**config.mk**
```make
export PLATFORM = sky130hd
export DESIGN_NAME = contact_gated_pi_force_control_top
export DESIGN_NICKNAME = d
export VERILOG_FILES = /design/src/design/cgpi_pkg.sv /design/src/design/contact_gated_pi_force_control_top.sv
export VERILOG_INCLUDE_DIRS = /design/src /design/src/design
export SDC_FILE = /design/constraint.sdc
export NUM_CORES = 2
export LEC_CHECK = 0
export BUFFER_PORTS_ARGS = -buffer_cell sky130_fd_sc_hd__buf_2
export CAP_MARGIN = 5
export CORE_MARGIN = 2
export CORE_UTILIZATION = 50
export CTS_CLUSTER_SIZE = 28
export DETAILED_ROUTE_END_ITERATION = 12
export GPL_ROUTABILITY_DRIVEN = 0
export PLACE_DENSITY = 0.78
export SYNTH_ARGS = -nofsm -noshare
export SYNTH_HDL_FRONTEND = slang
export SYNTH_SLANG_ARGS = --single-unit
```
**constraint.sdc**
```tcl
create_clock -name clock -period 13.5 [get_ports clock]
set_clock_uncertainty 0.1 [all_clocks]
set_input_delay 0.675 -clock clock [delete_from_list [all_inputs] [get_ports clock]]
set_output_delay 0.675 -clock clock [all_outputs]
set_load 0.01 [all_outputs]
```
**src/design/contact_gated_pi_force_control_top_assert.svh**
```systemverilog
// assertion macros for the contact gated pi force controller
`ifndef CONTACT_GATED_PI_FORCE_CONTROL_TOP_ASSERT_SVH
`define CONTACT_GATED_PI_FORCE_CONTROL_TOP_ASSERT_SVH

// implication checked every clock outside reset
`define CGPI_ASSERT_IMP(label, clk, rst, a, c, msg) \
   label: assert property (@(posedge clk) disable iff (rst) (a) |-> (c)) else $error(msg);

// next-cycle implication checked every clock outside reset
`define CGPI_ASSERT_NEXT(label, clk, rst, a, c, msg) \
   label: assert property (@(posedge clk) disable iff (rst) (a) |=> (c)) else $error(msg);

`endif

```
**src/design/cgpi_pkg.sv**
```systemverilog
// ----------------------------------------------------------------------------
// cgpi_pkg
// shared types and codes of the contact gated pi force controller
// ----------------------------------------------------------------------------
`default_nettype none
package cgpi_pkg;
   localparam logic [1:0] OP_TICK     = 2'd0;
   localparam logic [1:0] OP_RESTART  = 2'd1;
   localparam logic [1:0] OP_MARK     = 2'd2;
   localparam logic [1:0] OP_RESERVED = 2'd3;

   localparam logic [1:0] MODE_NONE = 2'd0;
   localparam logic [1:0] MODE_GOT  = 2'd1;
   localparam logic [1:0] MODE_IN   = 2'd2;

   localparam logic [2:0] REG_THRESHOLD = 3'd0;
   localparam logic [2:0] REG_TARGET    = 3'd1;
   localparam logic [2:0] REG_ILIMIT    = 3'd2;
   localparam logic [2:0] REG_INV_STIFF = 3'd3;
   localparam logic [2:0] REG_KP        = 3'd4;
   localparam logic [2:0] REG_KI        = 3'd5;
   localparam logic [2:0] REG_PERIOD    = 3'd6;
   localparam logic [2:0] REG_INV_PER   = 3'd7;

   typedef logic signed [31:0] word_type;

   function automatic word_type sat64(input logic signed [65:0] v);
      if (v > 66'sd2147483647) return 32'sh7fffffff;
      else if (v < -66'sd2147483648) return 32'sh80000000;
      else return v[31:0];
   endfunction
endpackage
`default_nettype wire

```
**src/design/contact_gated_pi_force_control_top.sv**
```systemverilog
// ----------------------------------------------------------------------------
// contact_gated_pi_force_control_top
// contact detection, trajectory time and pi force law, shift-add multiplier
// ----------------------------------------------------------------------------
// a control tick runs 5 products of 32 serial steps plus 1 post step each,
// then writes the result; restart and transition items update state in idle
// and give no result; a stalled result holds the input
// one item at a time; the bit-serial shift-add multiplier sets the rate
// reset (synchronous, active high) clears state and loads register defaults
`default_nettype none
module contact_gated_pi_force_control_top #(
   parameter int FRACTION_BITS = 16
) (
   input  wire         clock,
   input  wire         reset,
   input  wire         req_valid,
   output logic        req_stall,
   input  wire  [1:0]  req_op,
   input  wire  signed [31:0] req_force_sample,
   input  wire  signed [31:0] req_joint_position,
   input  wire         req_advance_time,
   input  wire  [31:0] req_start_time,
   output logic        rsp_valid,
   input  wire         rsp_stall,
   output logic signed [31:0] rsp_desired_position,
   output logic signed [31:0] rsp_desired_velocity,
   output logic [1:0]  rsp_contact_state,
   output logic [31:0] rsp_trajectory_time,
   output logic signed [31:0] rsp_transition_offset,
   input  wire         psel,
   input  wire         penable,
   input  wire         pwrite,
   input  wire  [4:0]  paddr,
   input  wire  [31:0] pwdata,
   output logic [31:0] prdata,
   output logic        pready
);
   import cgpi_pkg::*;

   localparam logic [2:0] ST_IDLE = 3'd0;
   localparam logic [2:0] ST_MUL  = 3'd1;
   localparam logic [2:0] ST_POST = 3'd2;
   localparam logic [2:0] ST_OUT  = 3'd3;

   localparam logic [1:0] PH_D    = 2'd0;
   localparam logic [1:0] PH_STEP = 2'd1;
   localparam logic [1:0] PH_PI   = 2'd2;
   localparam logic [1:0] PH_VEL  = 2'd3;

   logic [30:0] thr_ff;
   word_type tgt_ff, ilim_ff, istf_ff, kp_ff, ki_ff;
   logic [30:0] per_ff, iper_ff;

   logic [1:0] mode_ff;
   word_type pforce_ff, integ_ff, ptgt_ff, trans_ff, d_ff;
   // proportional term kept at full width after the floor shift
   logic signed [65:0] pterm_ff;
   logic [31:0] time_ff;

   logic [2:0] state_ff;
   logic [1:0] phase_ff, sub_ff;
   logic [4:0] cnt_ff;
   word_type pos_ff;
   // serial multiplier: multiplicand, multiplier shifted right, accumulator
   logic signed [32:0] mcand_ff;
   logic signed [32:0] mplier_ff;
   logic signed [65:0] acc_ff;

   word_type o_des_ff, o_vel_ff, o_off_ff;
   logic [1:0] o_mode_ff;
   logic [31:0] o_time_ff;
   logic o_valid_ff;

   logic wr;
   logic [2:0] ridx;
   assign pready = 1'b1;
   assign wr = psel && penable && pwrite;
   assign ridx = paddr[4:2];

   always_comb begin
      unique case (ridx)
         REG_THRESHOLD: prdata = {1'b0, thr_ff};
         REG_TARGET:    prdata = tgt_ff;
         REG_ILIMIT:    prdata = ilim_ff;
         REG_INV_STIFF: prdata = istf_ff;
         REG_KP:        prdata = kp_ff;
         REG_KI:        prdata = ki_ff;
         REG_PERIOD:    prdata = {1'b0, per_ff};
         REG_INV_PER:   prdata = {1'b0, iper_ff};
         default:       prdata = '0;
      endcase
   end

   always_ff @(posedge clock) begin
      if (reset) begin
         thr_ff <= '0; tgt_ff <= '0; ilim_ff <= '0; istf_ff <= 32'sd65536;
         kp_ff <= '0; ki_ff <= '0; per_ff <= 31'd655; iper_ff <= 31'd6553600;
      end else if (wr) begin
         unique case (ridx)
            REG_THRESHOLD: thr_ff <= pwdata[30:0];
            REG_TARGET:    tgt_ff <= pwdata;
            REG_ILIMIT:    ilim_ff <= pwdata;
            REG_INV_STIFF: istf_ff <= pwdata;
            REG_KP:        kp_ff <= pwdata;
            REG_KI:        ki_ff <= pwdata;
            REG_PERIOD:    per_ff <= pwdata[30:0];
            REG_INV_PER:   iper_ff <= pwdata[30:0];
            default: ;
         endcase
      end
   end

   logic accept;
   assign req_stall = (state_ff != ST_IDLE) || (o_valid_ff && rsp_stall);
   assign accept = req_valid && !req_stall;

   // floor shift of a finished product, then saturate
   word_type prod_sat;
   logic signed [65:0] prod_sh;
   assign prod_sh = acc_ff >>> FRACTION_BITS;
   assign prod_sat = sat64(prod_sh);

   logic [32:0] amag, bmag;
   logic signed [65:0] e_wide, integ_sum, c_sum, des_sum, diff, off_wide;
   word_type e_val, integ_new, c_val, des_val;
   logic [1:0] mode_new;
   assign amag = pforce_ff[31] ? 33'(-$signed({pforce_ff[31], pforce_ff}))
                               : {1'b0, pforce_ff};
   assign bmag = req_force_sample[31]
      ? 33'(-$signed({req_force_sample[31], req_force_sample}))
      : {1'b0, req_force_sample};
   assign e_wide = 66'(tgt_ff) - 66'(req_force_sample);
   assign e_val = sat64(e_wide);
   assign off_wide = 66'(trans_ff) - 66'(req_joint_position);
   always_comb begin
      mode_new = mode_ff;
      if (amag <= 33'(thr_ff) && bmag > 33'(thr_ff)) mode_new = MODE_GOT;
      else if (amag > 33'(thr_ff) && bmag > 33'(thr_ff)) mode_new = MODE_IN;
   end
   assign integ_sum = 66'(integ_ff) + 66'(prod_sat);
   assign integ_new = (integ_sum > 66'(ilim_ff)) ? ilim_ff : sat64(integ_sum);
   assign c_sum = (pterm_ff <<< FRACTION_BITS) + acc_ff;
   assign c_val = sat64((c_sum >>> FRACTION_BITS));
   assign des_sum = 66'(pos_ff) + 66'(c_val);
   assign des_val = sat64(des_sum);
   assign diff = 66'(des_val) - 66'(ptgt_ff);

   logic signed [65:0] addend;
   assign addend = mplier_ff[0] ? 66'(mcand_ff) : 66'sd0;

   always_ff @(posedge clock) begin
      if (reset) begin
         state_ff <= ST_IDLE; o_valid_ff <= 1'b0;
         mode_ff <= MODE_NONE; pforce_ff <= '0; integ_ff <= '0;
         ptgt_ff <= '0; time_ff <= '0; trans_ff <= '0;
      end else begin
         if (state_ff == ST_OUT && (!o_valid_ff || !rsp_stall)) o_valid_ff <= 1'b1;
         else if (o_valid_ff && !rsp_stall) o_valid_ff <= 1'b0;
         unique case (state_ff)
            ST_IDLE: if (accept) begin
               case (req_op)
                  OP_RESTART: begin
                     mode_ff <= MODE_NONE; pforce_ff <= '0; integ_ff <= '0;
                     ptgt_ff <= '0; trans_ff <= '0; time_ff <= req_start_time;
                  end
                  OP_MARK: trans_ff <= req_joint_position;
                  OP_TICK: begin
                     mode_ff <= mode_new;
                     if (mode_new == MODE_NONE || req_advance_time)
                        time_ff <= time_ff + {1'b0, per_ff};
                     pforce_ff <= req_force_sample;
                     pos_ff <= req_joint_position;
                     o_off_ff <= sat64(off_wide);
                     mcand_ff <= 33'(e_val);
                     mplier_ff <= 33'(istf_ff);
                     acc_ff <= '0;
                     cnt_ff <= '0; phase_ff <= PH_D; sub_ff <= '0;
                     state_ff <= ST_MUL;
                  end
                  default: ;
               endcase
            end
            ST_MUL: begin
               // multiplier taken as two's complement: top bit weight negative
               if (cnt_ff == 5'd31)
                  acc_ff <= acc_ff - (addend <<< 31);
               else
                  acc_ff <= acc_ff + (addend <<< cnt_ff);
               mplier_ff <= mplier_ff >>> 1;
               cnt_ff <= cnt_ff + 5'd1;
               if (cnt_ff == 5'd31) state_ff <= ST_POST;
            end
            ST_POST: begin
               cnt_ff <= '0;
               state_ff <= ST_MUL;
               unique case (phase_ff)
                  PH_D: begin
                     d_ff <= prod_sat;
                     mcand_ff <= 33'(prod_sat); mplier_ff <= {2'b00, per_ff};
                     acc_ff <= '0; phase_ff <= PH_STEP;
                  end
                  PH_STEP: begin
                     integ_ff <= integ_new;
                     mcand_ff <= 33'(kp_ff); mplier_ff <= 33'(d_ff);
                     acc_ff <= '0; phase_ff <= PH_PI; sub_ff <= '0;
                  end
                  PH_PI: begin
                     if (sub_ff == 2'd0) begin
                        pterm_ff <= prod_sh;
                        mcand_ff <= 33'(ki_ff); mplier_ff <= 33'(integ_ff);
                        acc_ff <= '0; sub_ff <= 2'd1;
                     end else begin
                        o_des_ff <= des_val;
                        ptgt_ff <= des_val;
                        mcand_ff <= diff[32:0];
                        mplier_ff <= {2'b00, iper_ff};
                        acc_ff <= '0; phase_ff <= PH_VEL;
                     end
                  end
                  PH_VEL: begin
                     o_vel_ff <= prod_sat;
                     state_ff <= ST_OUT;
                  end
                  default: ;
               endcase
            end
            ST_OUT: if (!o_valid_ff || !rsp_stall) begin
               o_mode_ff <= mode_ff; o_time_ff <= time_ff;
               state_ff <= ST_IDLE;
            end
            default: state_ff <= ST_IDLE;
         endcase
      end
   end

   assign rsp_valid = o_valid_ff;
   assign rsp_desired_position = o_des_ff;
   assign rsp_desired_velocity = o_vel_ff;
   assign rsp_contact_state = o_mode_ff;
   assign rsp_trajectory_time = o_time_ff;
   assign rsp_transition_offset = o_off_ff;

`include "contact_gated_pi_force_control_top_assert.svh"
   `CGPI_ASSERT_IMP(a_busy_stall, clock, reset, state_ff != ST_IDLE, req_stall, "busy not stalled")
   `CGPI_ASSERT_IMP(a_mode_range, clock, reset, 1'b1, mode_ff != 2'd3, "bad contact mode")
   `CGPI_ASSERT_NEXT(a_out_hold, clock, reset, rsp_valid && rsp_stall, rsp_valid && $stable(rsp_desired_position), "result dropped")
endmodule
`default_nettype wire
```
==> results by group <==
Setup path
  • R2R setup slack: ~0.9 ns
  • Setup crit end kind: flop
  • Most used cell, CP: ha_1
  • R2R Path Start: acc_ff[16]
  • CP arrival: roughly 13 ns
  • CP max-delay cell: mux2i_2
  • Critical path's largest stage delay: 0.67 ns
  • CP max FO: 25
  • Crit path kind: flop to flop
  • Critical path required time: 13.84 ns
  • Worst r2r path cells: 40
  • CP Launch Type: flop
  • Crit Reg-Reg Endpoint: mcand_ff[28]

Clocking
  • Clock slew at reported path FFs: 0.06 ns
  • Post-CTS Hold Buffers: 0
  • Clock Sinks: 802
  • Worst-Skew Late Latency: 0.71 ns
  • Total CTS buffers: 90
  • H-tree level count: 3
  • Worst-case clock buffer depth: 3
  • CTS tree: built
  • Setup bufs post-CTS: 0
  • Number of gates resized after cts: 0
  • CTS Root Cell: clkbuf_16

Hold path
  • Worst hold endpoint: pos_ff[30]
  • HP Class: primary input to flop
  • WHS Path Cells: 1
  • Hold Path Origin: req_joint_position[30]

Route
  • Wire length per cell: 24.85 um
  • Avg Vias per Cell: 6.525
  • Total Wirelength: between 200000 and 250000 um
  • Vias: 54770
  • DRC violations left: 0
  • Number of DRC markers in iteration 0: approximately 7900
  • Post-DRT Antenna Nets: 0
  • First-pass DRT Iterations: 11

Global routing
  • GR Util met3: 10.84%
  • Vias in the first global route: 50460
  • GR Util met1: between 40% and 50%
  • Met2 GRT Util: between 50% and 60%
  • First-pass GRT wire length: 306900 um
  • GRT Overall Usage: 34.70%
  • GR peak layer: met2
  • Initial antenna violation count: 13
  • Grt total ovfl: 0
  • Largest net degree at the start of global routing: a little under 100

Place
  • IO Port Bufs: 304
  • DPL Wire Length: 153000 um
  • Placed Cells: roughly 8200

Yosys
  • Post-Syn Area: 55960 um2
  • Number of synthesis warnings: 0
  • Sequential-to-total area share from yosys stat: 35.56%
  • Syn_nets: 7345
  • Fraction of synthesis flops using an asynchronous set or reset pin: 0%
  • Post-synthesis register bit count: 802
  • Average size of a mapped cell: 8.300 um2
  • Number of enable flip-flop cells after synthesis: 384
  • Main synth FF type: dfxtp_1
  • Post-Syn Instances: roughly 6700
  • Distinct cells, synth: between 90 and 100

Power
  • Switching portion of total power: 31.10%
  • P_int: 4.652 mW
  • Leak pwr: 24.63 nW
  • Power Total: 6.752 mW
  • P per Cell Area: 109.4 nW/um2
  • Psw: 2.100 mW
  • Max IR drop VDD: ~0.11 mV
  • Comb power frac: roughly a fifth
  • Clock power frac: 39.5%
  • Part of the power in registers: 39.1%

Floorplan
  • Core footprint: 110800 um2
  • Boundary pin count: between 300 and 400
  • Initial Utilization: 50.49%
  • FP Rows: 122
  • Die Y: approximately 340 um
  • Die area: between 100000 and 150000 um2
  • Chip Width: 338.5 um

STA
  • Final hold vios: 0
  • Total negative slack: 0 ns
  • Final Cycle Share: 93.19%
  • Final Max Tran Viols: 0
  • Slew @ Worst Pin: roughly 1.4 ns
  • RSZ-0062 raised after global routing: no
  • Slew headroom: 7.425%
  • Tmin final: 12.58 ns
  • Final Setup Violations: 0
  • Fmax: 0.07949 GHz

Finish
  • Storage cell area: 19900 um2
  • Nets: 7427
  • Multi-input gate area: approximately 34000 um2
  • Layout area overhead: 10.30%
  • Filler cell count: 9860
  • Layout Cells excl Fill: 8393
  • Share of cells above drive strength 1: 9.249%

Run
  • Maxcap violations: 0

Status
  • Status: finished, final reports clean
==> state kept, by name, indices dropped and copies added, names as in the netlist, 33 cells and up <==
register / count
mplier_ff: 33
pterm_ff: 50
acc_ff: 66
mcand_ff: 33
==> kinds of logic (layout without fill, tap and decap cells) <==
| family | Yosys count | count (layout) | share of synthesized area, % |
|---|---|---|---|
| AO/OA/AOI/OAI | 2119 | 2119 | 23.52 |
| XOR/XNOR | 343 | 343 | 5.369 |
| adder cells (fa/ha/maj) | 468 | 468 | 10.55 |
| buffers and inverters | 651 | 807 | 4.503 |
| flip-flops | 802 | 802 | 35.56 |
| multiplexers | 162 | 162 | 3.209 |
| other | 1 | 8 | 0.006702 |
| AND/OR/NAND/NOR | 2196 | 2196 | 17.28 |
==> through the flow <==
step	hold WS (ns)	instance area (um2)	setup WS [ns]	utilization, %
after CTS	0.08714	61700	1.182	55.68
final	0.1167	61720	0.9193	55.69
after global placement	0.3368	58500	1.445	52.79
after floorplan	0.3159	55960	3.398	-
after global routing	0.09497	61710	0.1728	55.69
after detailed placement	0.3430	58500	1.245	52.79
==> cells in the mapped netlist (all sizes together) (68+ instances only) <==
cell type / number / area, um2
a21oi: 787 / 3950
xor2: 107 / 937.2
a31oi: 68 / 446.7
clkbuf: 333 / 1289
nor2b: 80 / 500.5
dfxtp: 418 / 8368
inv: 270 / 1013
nor3: 69 / 345.3
nor2: 448 / 1682
a221oi: 68 / 601.8
ha: 451 / 5643
mux2i: 131 / 1311
nand3: 161 / 805.8
a21o: 185 / 1389
xnor2: 236 / 2067
o21ai: 469 / 2359
edfxtp: 384 / 11530
nand2: 1106 / 4151
==> worst max path at each step <==
| stage | startpoint | to | slack [ns] | depth (start not counted) |
|---|---|---|---|---|
| 5_1_grt | acc_ff[16] | mcand_ff[28] | 0.17 | 40 |
| 3_5_place_dp | acc_ff[16] | mcand_ff[28] | 1.24 | 40 |
| 6_report | acc_ff[16] | mcand_ff[28] | 0.92 | 40 |
| 4_1_cts | acc_ff[16] | mcand_ff[28] | 1.18 | 40 |
| 3_3_place_gp | acc_ff[16] | mcand_ff[28] | 1.44 | 40 |
| 2_1_floorplan | acc_ff[16] | mcand_ff[28] | 3.40 | 40 |
==> critical path, delay by kind of cell, from the launching register on <==
kind	cells	cell delay, ns
multiplexers	1	0.67
AND/OR/NAND/NOR	9	2.03
buffers and inverters	1	0.41
adder cells (fa/ha/maj)	5	1.41
AO/OA/AOI/OAI	22	6.80
flip-flops	1	0.50
XOR/XNOR	2	0.36
==> final cells by class <==
type	count	area share (%)
multi-input cells	5289	54.61
flip-flops and latches	802	32.24
clock buffers	118	4.101
well taps	1488	3.017
repair buffers	368	3.260
inverters	273	1.660
clock inverters	48	1.078
diodes	7	0.02838
==> layout by cell type, fill, tap and decap left out, types with 130 or more instances in the layout <==
cell type,n
nand2_1,1101
a21oi_1,783
ha_1,446
nor2_1,440
o21ai_0,435
dfxtp_1,418
edfxtp_1,384
buf_2,303
inv_1,269
xnor2_1,236
a21o_1,185
nand3_1,161
mux2i_1,130
==> power by group through the flow <==
| stage | combinational, mW | clock (mW) | sequential (mW) |
|---|---|---|---|
| detailed placement | 1.36 | 0 | 2.69 |
| global route | 1.53 | 2.76 | 2.64 |
| finish | 1.44 | 2.67 | 2.64 |
| global placement | 1.33 | 0 | 2.69 |
| floorplan | 0.940 | 0 | 2.67 |
| CTS | 1.37 | 2.67 | 2.64 |
==> routing by layer <==
metal / routed length, um / vias to the layer above
li1: - / 24510
met1: 73280 / 25400
met2: 87600 / 3957
met3: 30070 / 897
met4: 17580 / 4
met5: 28 / -
Note: power is estimated with default switching activity, not from simulation.
